File: config.mk
export PLATFORM = sky130hd
export DESIGN_NAME = char_lcd_i2c_expander_sequencer
export DESIGN_NICKNAME = d
export VERILOG_FILES = /design/src/hdl/lcdx_pkg.sv /design/src/hdl/lcdx_front.sv /design/src/hdl/lcdx_queue.sv /design/src/hdl/lcdx_back.sv /design/src/hdl/char_lcd_i2c_expander_sequencer.sv
export SDC_FILE = /design/constraint.sdc
export NUM_CORES = 1
export LEC_CHECK = 0
export ABC_AREA = 1
export BUFFER_PORTS_ARGS = -buffer_cell sky130_fd_sc_hd__buf_2
export CAP_MARGIN = 40
export CORE_MARGIN = 10
export CORE_UTILIZATION = 55
export DETAILED_ROUTE_END_ITERATION = 8
export PLACE_DENSITY = 0.77
export REMOVE_ABC_BUFFERS = 1
export SYNTH_ARGS = -nofsm -noshare
export SYNTH_HDL_FRONTEND = slang
export SYNTH_HIERARCHICAL = 1
export SYNTH_SLANG_ARGS = --single-unit
File: constraint.sdc
create_clock -name clk -period 4.53 [get_ports clk]
set_input_delay 0.453 -clock clk [delete_from_list [all_inputs] [get_ports clk]]
set_output_delay 0.453 -clock clk [all_outputs]
set_load 0.05 [all_outputs]
File: src/hdl/lcdx_pkg.sv
// ----------------------------------------------------------------------------
// lcdx_pkg
// Shared types, constants and the init command table of the character LCD
// expander sequencer.
// ----------------------------------------------------------------------------
`default_nettype none

package lcdx_pkg;

  // default geometry and queue size
  localparam int DEF_ROWS        = 2;
  localparam int DEF_COLUMNS     = 16;
  localparam int DEF_QUEUE_DEPTH = 2;

  // operation codes
  localparam logic [2:0] MODE_INIT   = 3'd0;
  localparam logic [2:0] MODE_PRINT  = 3'd1;
  localparam logic [2:0] MODE_CMD    = 3'd2;
  localparam logic [2:0] MODE_CLEAR  = 3'd3;
  localparam logic [2:0] MODE_CURSOR = 3'd4;

  // lcd command bytes
  localparam logic [7:0] CMD_CLEAR      = 8'h01;
  localparam logic [7:0] CMD_SET_DDRAM  = 8'h80;
  localparam logic [6:0] ROW_STRIDE     = 7'h40;

  // expander shadow value at the start of init
  localparam logic [7:0] BL_ONLY = 8'h08;

  // init sequence
  localparam logic [2:0] INIT_LAST = 3'd6;

  // delays in ms
  localparam logic [4:0] WAIT_POWER_ON = 5'd16;
  localparam logic [4:0] WAIT_NONE     = 5'd0;
  localparam logic [2:0] WAIT_RESET1   = 3'd6;
  localparam logic [2:0] WAIT_RESET2   = 3'd2;
  localparam logic [2:0] WAIT_NORMAL   = 3'd1;

  // one queued lcd byte job
  typedef struct packed {
    logic       is_init;
    logic       rs;
    logic [7:0] data;
  } cmd_t;

  typedef enum logic [1:0] {
    ST_IDLE = 2'b01,
    ST_RUN  = 2'b10
  } back_state_t;

  function automatic logic [7:0] init_cmd(input logic [2:0] idx);
    logic [7:0] r;
    unique case (idx)
      3'd0:    r = 8'h03;
      3'd1:    r = 8'h03;
      3'd2:    r = 8'h02;
      3'd3:    r = 8'h28;
      3'd4:    r = 8'h01;
      3'd5:    r = 8'h0C;
      default: r = 8'h06;
    endcase
    return r;
  endfunction

endpackage

`default_nettype wire

File: src/hdl/lcdx_front.sv
// ----------------------------------------------------------------------------
// lcdx_front
// Classifies an incoming operation into one queued byte job and drops
// operations that give no output.
// ----------------------------------------------------------------------------
`default_nettype none

module lcdx_front #(
  parameter int ROWS    = lcdx_pkg::DEF_ROWS,
  parameter int COLUMNS = lcdx_pkg::DEF_COLUMNS
) (
  input  wire logic          push,
  input  wire logic [2:0]    mode,
  input  wire logic [7:0]    value,
  input  wire logic [1:0]    row,
  input  wire logic [4:0]    column,
  input  wire logic          q_full,
  output lcdx_pkg::cmd_t     q_cmd,
  output logic               q_push
);

  logic       ok;
  logic [6:0] addr;

  always_comb begin
    addr = 7'({5'd0, row} * lcdx_pkg::ROW_STRIDE) + {2'd0, column};
    ok = 1'b1;
    q_cmd.is_init = 1'b0;
    q_cmd.rs = 1'b0;
    q_cmd.data = value;
    unique case (mode)
      lcdx_pkg::MODE_INIT: begin
        q_cmd.is_init = 1'b1;
      end
      lcdx_pkg::MODE_PRINT: begin
        q_cmd.rs = 1'b1;
      end
      lcdx_pkg::MODE_CMD: begin
        q_cmd.rs = 1'b0;
      end
      lcdx_pkg::MODE_CLEAR: begin
        q_cmd.data = lcdx_pkg::CMD_CLEAR;
      end
      lcdx_pkg::MODE_CURSOR: begin
        q_cmd.data = lcdx_pkg::CMD_SET_DDRAM | {1'b0, addr};
        ok = (32'(row) < ROWS) && (32'(column) < COLUMNS);
      end
      default: begin
        ok = 1'b0;
      end
    endcase
    q_push = push && !q_full && ok;
  end

endmodule

`default_nettype wire

File: src/hdl/lcdx_queue.sv
// ----------------------------------------------------------------------------
// lcdx_queue
// Small job queue between the front classifier and the write sequencer.
// ----------------------------------------------------------------------------
`default_nettype none

module lcdx_queue #(
  parameter int DEPTH = lcdx_pkg::DEF_QUEUE_DEPTH
) (
  input  wire logic           clk,
  input  wire logic           rst,
  input  wire logic           wr,
  input  wire lcdx_pkg::cmd_t wr_data,
  input  wire logic           rd,
  output lcdx_pkg::cmd_t      rd_data,
  output logic                full,
  output logic                valid
);

  localparam int PW = (DEPTH > 1) ? $clog2(DEPTH) : 1;
  localparam int CW = $clog2(DEPTH + 1);

  lcdx_pkg::cmd_t mem [DEPTH];
  logic [PW-1:0]  wr_ptr;
  logic [PW-1:0]  rd_ptr;
  logic [CW-1:0]  count;

  assign full    = (count == CW'(DEPTH));
  assign valid   = (count != '0);
  assign rd_data = mem[rd_ptr];

  always_ff @(posedge clk) begin
    if (wr) begin
      mem[wr_ptr] <= wr_data;
    end
  end

  always_ff @(posedge clk) begin
    if (rst) begin
      wr_ptr <= '0;
      rd_ptr <= '0;
      count  <= '0;
    end else begin
      if (wr) begin
        wr_ptr <= (wr_ptr == PW'(DEPTH - 1)) ? '0 : wr_ptr + 1'b1;
      end
      if (rd) begin
        rd_ptr <= (rd_ptr == PW'(DEPTH - 1)) ? '0 : rd_ptr + 1'b1;
      end
      if (wr && !rd) begin
        count <= count + 1'b1;
      end else if (rd && !wr) begin
        count <= count - 1'b1;
      end
    end
  end

endmodule

`default_nettype wire

File: src/hdl/lcdx_back.sv
// ----------------------------------------------------------------------------
// lcdx_back
// Write sequencer: turns queued byte jobs into expander writes, four per
// lcd byte, and keeps the expander shadow.
// ----------------------------------------------------------------------------
`default_nettype none

module lcdx_back (
  input  wire logic           clk,
  input  wire logic           rst,
  input  wire logic           q_valid,
  input  wire lcdx_pkg::cmd_t q_cmd,
  output logic                q_pop,
  input  wire logic           pop,
  output logic                empty,
  output logic [7:0]          expander_byte,
  output logic [4:0]          wait_before_ms,
  output logic [2:0]          wait_after_ms,
  output logic                last
);

  lcdx_pkg::back_state_t state;
  lcdx_pkg::cmd_t        job;
  logic [2:0]            byte_idx;
  logic [1:0]            step;
  logic [7:0]            shadow;
  logic                  out_valid;

  logic [7:0] cur_byte;
  logic [3:0] nib;
  logic [3:0] low_base;
  logic       first;
  logic [7:0] wr_byte;
  logic [4:0] wr_before;
  logic [2:0] wr_after;
  logic       wr_last;
  logic       adv;
  logic       load;

  always_comb begin
    cur_byte = job.is_init ? lcdx_pkg::init_cmd(byte_idx) : job.data;
    nib      = step[1] ? cur_byte[3:0] : cur_byte[7:4];
    first    = job.is_init && (byte_idx == 3'd0) && (step == 2'd0);
    low_base = first ? lcdx_pkg::BL_ONLY[3:0] : shadow[3:0];
    // en high write, then the same nibble with en low
    if (!step[0]) begin
      wr_byte = {nib, low_base[3], 1'b1, low_base[1], job.rs};
    end else begin
      wr_byte = {shadow[7:4], shadow[3], 1'b0, shadow[1:0]};
    end
    wr_before = first ? lcdx_pkg::WAIT_POWER_ON : lcdx_pkg::WAIT_NONE;
    wr_after  = lcdx_pkg::WAIT_NORMAL;
    if (job.is_init && step == 2'd3 && byte_idx == 3'd0) begin
      wr_after = lcdx_pkg::WAIT_RESET1;
    end else if (job.is_init && step == 2'd3 && byte_idx == 3'd1) begin
      wr_after = lcdx_pkg::WAIT_RESET2;
    end
    wr_last = (step == 2'd3) && (!job.is_init || byte_idx == lcdx_pkg::INIT_LAST);
    adv     = (state == lcdx_pkg::ST_RUN) && (!out_valid || pop);
    load    = q_valid && ((state == lcdx_pkg::ST_IDLE) || (adv && wr_last));
    q_pop   = load;
  end

  always_ff @(posedge clk) begin
    if (rst) begin
      state     <= lcdx_pkg::ST_IDLE;
      byte_idx  <= '0;
      step      <= '0;
      shadow    <= '0;
      out_valid <= 1'b0;
    end else begin
      if (adv) begin
        shadow    <= wr_byte;
        out_valid <= 1'b1;
      end else if (pop) begin
        out_valid <= 1'b0;
      end
      if (load) begin
        state    <= lcdx_pkg::ST_RUN;
        byte_idx <= '0;
        step     <= '0;
      end else if (adv) begin
        unique case (state)
          lcdx_pkg::ST_RUN: begin
            if (wr_last) begin
              state <= lcdx_pkg::ST_IDLE;
            end
            step <= step + 2'd1;
            if (step == 2'd3) begin
              byte_idx <= byte_idx + 3'd1;
            end
          end
          default: begin
            state <= lcdx_pkg::ST_IDLE;
          end
        endcase
      end
    end
  end

  // payload
  always_ff @(posedge clk) begin
    if (load) begin
      job <= q_cmd;
    end
    if (adv) begin
      expander_byte  <= wr_byte;
      wait_before_ms <= wr_before;
      wait_after_ms  <= wr_after;
      last           <= wr_last;
    end
  end

  assign empty = !out_valid;

endmodule

`default_nettype wire

File: src/hdl/char_lcd_i2c_expander_sequencer.sv
// ----------------------------------------------------------------------------
// char_lcd_i2c_expander_sequencer
// Turns character LCD operations into port expander writes for a 4-bit LCD
// behind an I2C expander, with millisecond delays and an end marker.
//
//   channel  | handshake      | fields
//   ---------+----------------+------------------------------------------------
//   input    | push / full    | mode, value, row, column
//   result   | empty / pop    | expander_byte, wait_before_ms, wait_after_ms, last
//
// One write leaves the sequencer per cycle while the result side does not stall;
// the write sequencer sets this, back to back across items.
// Dropped operations (bad cursor, unused mode) skip the queue and give no output.
// Input is taken while the job queue has room, even while results stall.
// Synchronous reset empties the queue, idles the sequencer and zeroes the shadow.
// ----------------------------------------------------------------------------
`default_nettype none

module char_lcd_i2c_expander_sequencer #(
  parameter int ROWS        = lcdx_pkg::DEF_ROWS,
  parameter int COLUMNS     = lcdx_pkg::DEF_COLUMNS,
  parameter int QUEUE_DEPTH = lcdx_pkg::DEF_QUEUE_DEPTH
) (
  input  wire logic       clk,
  input  wire logic       rst,
  input  wire logic       push,
  output logic            full,
  input  wire logic [2:0] mode,
  input  wire logic [7:0] value,
  input  wire logic [1:0] row,
  input  wire logic [4:0] column,
  output logic            empty,
  input  wire logic       pop,
  output logic [7:0]      expander_byte,
  output logic [4:0]      wait_before_ms,
  output logic [2:0]      wait_after_ms,
  output logic            last
);

  lcdx_pkg::cmd_t f_cmd;
  lcdx_pkg::cmd_t q_cmd;
  logic           f_push;
  logic           q_full;
  logic           q_valid;
  logic           q_pop;

  lcdx_front #(
    .ROWS    (ROWS),
    .COLUMNS (COLUMNS)
  ) u_front (
    .push   (push),
    .mode   (mode),
    .value  (value),
    .row    (row),
    .column (column),
    .q_full (q_full),
    .q_cmd  (f_cmd),
    .q_push (f_push)
  );

  lcdx_queue #(
    .DEPTH (QUEUE_DEPTH)
  ) u_queue (
    .clk     (clk),
    .rst     (rst),
    .wr      (f_push),
    .wr_data (f_cmd),
    .rd      (q_pop),
    .rd_data (q_cmd),
    .full    (q_full),
    .valid   (q_valid)
  );

  lcdx_back u_back (
    .clk            (clk),
    .rst            (rst),
    .q_valid        (q_valid),
    .q_cmd          (q_cmd),
    .q_pop          (q_pop),
    .pop            (pop),
    .empty          (empty),
    .expander_byte  (expander_byte),
    .wait_before_ms (wait_before_ms),
    .wait_after_ms  (wait_after_ms),
    .last           (last)
  );

  assign full = q_full;

`ifndef NO_ASSERTIONS
  a_queue_no_overflow: assert property (@(posedge clk) disable iff (rst)
    q_full |-> !f_push) else $error("job queue written while full");

  a_pop_needs_job: assert property (@(posedge clk) disable iff (rst)
    q_pop |-> q_valid) else $error("job taken from empty queue");

  a_power_on_write: assert property (@(posedge clk) disable iff (rst)
    (!empty && wait_before_ms != 5'd0) |-> (expander_byte == 8'h0C))
    else $error("power-on delay on wrong write");

  a_last_en_low: assert property (@(posedge clk) disable iff (rst)
    (!empty && last) |-> !expander_byte[2])
    else $error("final write leaves enable high");
`endif

endmodule

`default_nettype wire

# After elaboration in Yosys (flattened, before gate mapping)
# Memory sizes are Yosys's and may differ from the RTL's. A register that Yosys moved wholly into a read port is not among the register bits.
# Cells that the tools add are included.
dict set report classes {
  n_addsub 7
  magnitude_cmp 2
  n_eq_ne 15
  mux 23
  reduce_logical 35
}
# operator n
set ops {}
lappend ops {{$pmux W6 S5} 1}
lappend ops {{$mux W8} 2}
lappend ops {{$pmux W8 S2} 1}
lappend ops {{$logic_and A1 B1 Y1} 14}
lappend ops {{$mux W2} 7}
lappend ops {{$eq A3 B2 Y1 const B} 4}
lappend ops {{$eq A3 B3 Y1 const B} 4}
lappend ops {{$mux W1} 8}
lappend ops {{$mux W4} 2}
lappend ops {{$reduce_bool A2 Y1} 4}
lappend ops {{$add A7 B5 Y7} 1}
lappend ops {{$eq A2 B2 Y1 const B} 3}
lappend ops {{$eq A3 B1 Y1 const B} 2}
lappend ops {{$logic_not A3 Y1} 2}
lappend ops {{$logic_not A1 Y1} 5}
lappend ops {{$lt A5 B5 Y1 const B} 1}
lappend ops {{$mux W5} 1}
lappend ops {{$add A2 B1 Y2 const B} 2}
lappend ops {{$reduce_and A2 Y1} 2}
lappend ops {{$reduce_or A2 Y1} 2}
lappend ops {{$reduce_or A4 Y1} 1}
lappend ops {{$add A3 B1 Y3 const B} 1}
lappend ops {{$logic_or A1 B1 Y1} 3}
lappend ops {{$ne A3 B2 Y1 const B} 1}
lappend ops {{7 further kinds} 8}
dict set report totals {
  regBits 37
  ram_bits 20
  n_memories 1
}
# memory words width rd rd_clocked_by_memory_dff wr line_no
set memory_table {}
lappend memory_table {u_queue.mem 2 10 1 1 1 lcdx_queue.sv:23} ;# lcdx_pkg::cmd_t mem [DEPTH];

# Longest topological paths before layout
dict set report logic_depth {
  depth_word 9
  ltp_mapped 16
  mapped_depth_nobuf 16
}

# Modules after synthesis
# Netlist, hierarchy kept.
# mod instances cells_per_inst area_each_um2 seq_area_each_um2
set modules_own_cells {}
lappend modules_own_cells {lcdx_back 1 184 1747.9 991.0}
lappend modules_own_cells {lcdx_queue 1 64 991.0 700.7}
lappend modules_own_cells {lcdx_front 1 36 180.2 0.0}

# Worst setup path after synthesis
# No wires, ideal clock.
dict set report synth_path {
  kind {register to register}
  startpoint {register u_back.step[1]}
  endpoint {register u_queue.count[1]}
  setup_ns 0.064
  t_arrival_ns 1.952
  required_ns 4.466
  slack_ns 2.515
  stages_incl_launch_ff 15
  synth_period_minus_slack_ns 2.015
  cell_sequence {dfxtp_1 > ha_1 > inv_1 > a21oi_2 > nand2_1 > nand2_1 > nand2_2 > inv_1 > inv_1 > ha_1 > inv_1 > nand3_1 > nand2_1 > inv_1 > nor2_1}
}
dict set report synth_via {
  elab_chain_cells 8
}
# item line_no
set synth_lines {}
lappend synth_lines {{start: declaration} lcdx_back.sv:25} ;# logic [1:0] step;
lappend synth_lines {{start signal: assignment} lcdx_back.sv:88} ;# step <= step + 2'd1;
lappend synth_lines {{$eq A2 B2 Y1 (*)} lcdx_back.sv:58} ;# wr_last = (step == 2'd3) && (!job.is_init || byte_idx == lcdx_pkg::INIT_LAST);
lappend synth_lines {{$logic_and A1 B1 Y1 (*)} lcdx_back.sv:58}
lappend synth_lines {{via u_back.wr_last} lcdx_back.sv:36} ;# logic wr_last;
lappend synth_lines {{$logic_and A1 B1 Y1 (*)} lcdx_back.sv:60} ;# load = q_valid && ((state == lcdx_pkg::ST_IDLE) || (adv && wr_last));
lappend synth_lines {{$logic_or A1 B1 Y1 (*)} lcdx_back.sv:60}
lappend synth_lines {{$logic_and A1 B1 Y1 (*)} lcdx_back.sv:60}
lappend synth_lines {{via q_pop} char_lcd_i2c_expander_sequencer.sv:45} ;# logic q_pop;
lappend synth_lines {{$logic_not A1 Y1} lcdx_queue.sv:50} ;# if (wr && !rd) begin
lappend synth_lines {{$logic_and A1 B1 Y1} lcdx_queue.sv:50}
lappend synth_lines {{$mux W2 or $reduce_bool A2 Y1 (tied branches)} n/a}
lappend synth_lines {{end signal: assignment} lcdx_queue.sv:51} ;# count <= count + 1'b1;
lappend synth_lines {{end signal: assignment} lcdx_queue.sv:53} ;# count <= count - 1'b1;
lappend synth_lines {{end: declaration} lcdx_queue.sv:26} ;# logic [CW-1:0] count;
# Mark *: on every way through the listed nets, which the timed path passes. The rest lies on a longest branch.
# A chain may end at the register's enable or synchronous reset.

# Final worst setup path
dict set report layout_path {
  startpoint {register u_back.step[0]}
  endpoint {register u_queue.count[1]}
}
# Same word-level chain as after synthesis.

==> impl_metrics.xml <==
<?xml version="1.0" encoding="UTF-8"?>
<metrics>
  <group name="run_status">
    <metric name="status" unit="">complete, no violations</metric>
  </group>
  <group name="logic_synthesis">
    <metric name="synthTopCellsByCount" unit="">sky130_fd_sc_hd__nand2_1, sky130_fd_sc_hd__edfxtp_1, sky130_fd_sc_hd__inv_1</metric>
    <metric name="ys_warn_count" unit="">6</metric>
    <metric name="synth-edff-count" unit="">43</metric>
    <metric name="synthesis.instances" unit="">284</metric>
    <metric name="yosys.cell_types.count" unit="">33</metric>
    <metric name="synth.largest_area_cell" unit="">sky130_fd_sc_hd__edfxtp_1</metric>
    <metric name="synth_seq_area_share" unit="%">58.0</metric>
    <metric name="synthDominantCellAreaShare" unit="%">44.2</metric>
    <metric name="fraction_of_registers_with_async_set_reset" unit="%">0</metric>
    <metric name="ys_top_cells_by_area" unit="">sky130_fd_sc_hd__edfxtp_1, sky130_fd_sc_hd__dfxtp_1, sky130_fd_sc_hd__nand2_1</metric>
    <metric name="most_common_cell_in_the_netlist" unit="">sky130_fd_sc_hd__nand2_1</metric>
    <metric name="syn_area_per_cell" unit="µm²">10.3</metric>
    <metric name="synth_area" unit="µm²">2920</metric>
    <metric name="postSynthRegisterBits" unit="">63</metric>
    <metric name="postSynth.topFlopCell" unit="">sky130_fd_sc_hd__edfxtp_1</metric>
  </group>
  <group name="flow_run">
    <metric name="cap_violations" unit="">0</metric>
  </group>
  <group name="timing">
    <metric name="worstMarginPinSlew" unit="ns">0.860</metric>
    <metric name="fmaxAchievable" unit="GHz">0.392</metric>
    <metric name="final_period_minus_worst_setup_slack" unit="ns">2.55</metric>
    <metric name="post-route-period-util" unit="%">56.3</metric>
    <metric name="timing_hold_violations_final" unit="">0</metric>
    <metric name="unrepaired_setup_endpoints_after_global_routing" unit="">no</metric>
    <metric name="slew_headroom" unit="%">42.4</metric>
    <metric name="setup_slack" unit="ns">1.98</metric>
    <metric name="totalNegativeSetupSlack" unit="ns">0</metric>
    <metric name="report.final.setup_viol" unit="">0</metric>
    <metric name="slew_violations" unit="">0</metric>
    <metric name="skew" unit="ns">0.00402</metric>
  </group>
  <group name="clock_tree">
    <metric name="cts-root-to-sink-buffers" unit="">2</metric>
    <metric name="cts_hold_buf" unit="">0</metric>
    <metric name="cts_repair_resize_count" unit="">0</metric>
    <metric name="tritoncts_clock_tree" unit="">yes</metric>
    <metric name="clock-sinks" unit="">63</metric>
    <metric name="cts-root-buf" unit="">sky130_fd_sc_hd__clkbuf_8</metric>
    <metric name="clk_latency" unit="ns">0.34</metric>
    <metric name="number_of_buffers_created_by_cts" unit="">9</metric>
    <metric name="ctsHtreeMaxLevel" unit="">3</metric>
    <metric name="cts_setup_buffers" unit="">0</metric>
    <metric name="clk_transition_reported_paths" unit="ns">0.07</metric>
  </group>
  <group name="final_layout">
    <metric name="layout-drive-gt1-share" unit="%">26.4</metric>
    <metric name="finalNetCount" unit="">354</metric>
    <metric name="layout.core_utilization" unit="%">64.9</metric>
    <metric name="antenna_cells_inserted" unit="">0</metric>
    <metric name="area_delta_synth_final" unit="%">14.2</metric>
    <metric name="num-fill-cells" unit="">405</metric>
    <metric name="final_cells" unit="">399</metric>
    <metric name="design_area" unit="µm²">3330</metric>
  </group>
  <group name="pwr">
    <metric name="p_leak" unit="nW">1.45</metric>
    <metric name="power_per_cell_area" unit="nW/µm²">550</metric>
    <metric name="vdd_ir_drop_max" unit="mV">0.267</metric>
  </group>
  <group name="drt">
    <metric name="wl_per_cell" unit="µm">11.7</metric>
    <metric name="route.detailed.drc" unit="">0</metric>
    <metric name="pre_repair_dr_iteration_count" unit="">5</metric>
    <metric name="m1WireLength" unit="µm">2160</metric>
    <metric name="drt-total-wl" unit="µm">4660</metric>
    <metric name="met2WireLength" unit="µm">2090</metric>
    <metric name="dr.first_iter.drc_count" unit="">92</metric>
    <metric name="via_count" unit="">1916</metric>
    <metric name="via_per_inst" unit="">4.80</metric>
    <metric name="drt.antenna.violating_nets" unit="">0</metric>
    <metric name="top_layer" unit="">met4</metric>
    <metric name="routed-wl-met3" unit="µm">322</metric>
  </group>
  <group name="placement">
    <metric name="dp.final_hpwl" unit="µm">3470</metric>
    <metric name="placement.cell_area" unit="µm²">3120</metric>
    <metric name="place.gp.congestion" unit="">0.836</metric>
    <metric name="numPlacedInstances" unit="">383</metric>
    <metric name="io_buffer_count" unit="">36</metric>
    <metric name="dpl_worst_slack" unit="ns">1.88</metric>
  </group>
  <group name="worst_setup_path">
    <metric name="worst_path_fanout_max" unit="">12</metric>
    <metric name="timing.critical_path.slowest_stage_cell" unit="">sky130_fd_sc_hd__dfxtp_1</metric>
    <metric name="timing_worst_setup_path_type" unit="">reg2reg</metric>
    <metric name="critical_path.cell_chain" unit="">ha_1 &gt; inv_1 &gt; a21oi_2 &gt; nand2_1 &gt; nand2_1 &gt; nand2_2 &gt; inv_1 &gt; inv_1 &gt; ha_1 &gt; inv_1 &gt; nand3_1 &gt; nand2_1 &gt; inv_1 &gt; nor2_1</metric>
    <metric name="crit_path_end_kind" unit="">flop</metric>
    <metric name="endpoint_arrival_time_on_the_critical_path" unit="ns">2.83</metric>
    <metric name="critical_path.startpoint_type" unit="">flop</metric>
    <metric name="slowest_delay" unit="ns">0.56</metric>
    <metric name="worst-endpoint-required" unit="ns">4.81</metric>
    <metric name="crit_top_cell" unit="">sky130_fd_sc_hd__inv_1</metric>
  </group>
  <group name="die">
    <metric name="floorplan.initialDensity" unit="%">56.8</metric>
    <metric name="num_io_pins" unit="">41</metric>
    <metric name="design.die.area" unit="µm²">8620</metric>
    <metric name="rows" unit="">26</metric>
    <metric name="core_area" unit="µm²">5140</metric>
    <metric name="die-height" unit="µm">92.9</metric>
    <metric name="floorplan.die.width" unit="µm">92.9</metric>
  </group>
  <group name="global_routing">
    <metric name="vias_in_the_first_global_route" unit="">1842</metric>
    <metric name="grtUsageTotal" unit="%">11.8</metric>
    <metric name="grt_first_pass_wirelength" unit="µm">8140</metric>
    <metric name="grt_overflow_total" unit="">0</metric>
    <metric name="number_of_antenna_violations_at_the_first_check_in_global_routing" unit="">0</metric>
    <metric name="grt_start_max_net_pins" unit="">24</metric>
  </group>
  <group name="hold_path">
    <metric name="worstHoldPathType" unit="">in2reg</metric>
  </group>
</metrics>
-- per-layer routing --
metal  GRT usage, %  vias up
met1           13.8      836
met4           6.94        0
li1               -     1004
met5              0        -
met3           4.44        8
met2           18.1       68
-- state kept, by name, indices dropped and copies added (netlist names), 3 cells and up, named ones only --
signal and flops:
u_queue/mem 20, u_back/job 10, u_back/expander_byte 8, u_back/shadow 7, u_back/byte_idx 3, u_back/wait_after_ms 3
-- layout make-up --
type,count,area [µm²],share of cell area (%)
well taps,70,87.6,2.63
flip-flops and latches,63,1690,50.7
inverters,42,163,4.88
multi-input cells,172,1000,30.0
clock inverters,7,87.6,2.63
clock buffers,9,124,3.71
repair buffers,36,180,5.40
-- critical path, delay by kind of cell (launching register included) --
kind,cells,cell delay (ns)
and+or+nand+nor,6,0.53
adders and majority gates,2,0.64
AOI/OAI and AO/OA,1,0.13
buffers and inverters,5,0.64
DFF,1,0.56
-- cells by family (layout without fill, tap and decap cells) --
group	Yosys count	count (layout)	share of synthesized area [%]
AO/OA/AOI/OAI	24	24	4.97
XOR/XNOR	2	2	0.600
adder cells (fa/ha/maj)	8	8	3.43
buffers and inverters	52	94	8.14
flip-flops	63	63	58.0
multiplexers	10	10	5.14
other	1	4	0.128
AND/OR/NAND/NOR	124	124	19.6
-- final timing paths --
check | startpoint | to | slack [ns] | cells after the start
hold reg to reg | u_back/shadow[1]$_SDFFE_PP0P_ | u_back/shadow[1]$_SDFFE_PP0P_ | 0.46 | 2
setup / recovery | u_back/step[0]$_SDFFE_PP0P_ | u_queue/count[1]$_SDFFE_PP0P_ | 1.98 | 14
setup reg to reg | u_back/step[0]$_SDFFE_PP0P_ | u_queue/count[1]$_SDFFE_PP0P_ | 1.98 | 14
hold / removal | row[0] | u_queue/mem[1][6]$_DFFE_PP_ | 0.41 | 3
-- report_power, final --
part / internal (mW) / switching, mW / total (mW)
logic: 0.181 / 0.306 / 0.488
registers: 0.762 / 0.0696 / 0.832
clock network: 0.305 / 0.211 / 0.515
total: 1.25 / 0.587 / 1.83
-- per-stage QoR --
stage,hold slack [ns],power (mW)
finish,0.407,1.83
global route,0.415,1.95
CTS,0.391,1.85
detailed placement,0.456,1.34
global placement,0.440,1.32
floorplan,0.422,1.23
-- layout by cell type, fill, tap and decap left out, types with 8 or more instances in the layout --
cell                       instances
sky130_fd_sc_hd__nand2_1          60
sky130_fd_sc_hd__edfxtp_1         43
sky130_fd_sc_hd__buf_2            36
sky130_fd_sc_hd__inv_1            33
sky130_fd_sc_hd__nor2_1           28
sky130_fd_sc_hd__dfxtp_1          20
sky130_fd_sc_hd__nand3_1          13
sky130_fd_sc_hd__a21oi_1          10
sky130_fd_sc_hd__mux2_4           10
sky130_fd_sc_hd__clkbuf_8          9
sky130_fd_sc_hd__ha_1              8
No activity file was read; power rests on OpenSTA's default activity.
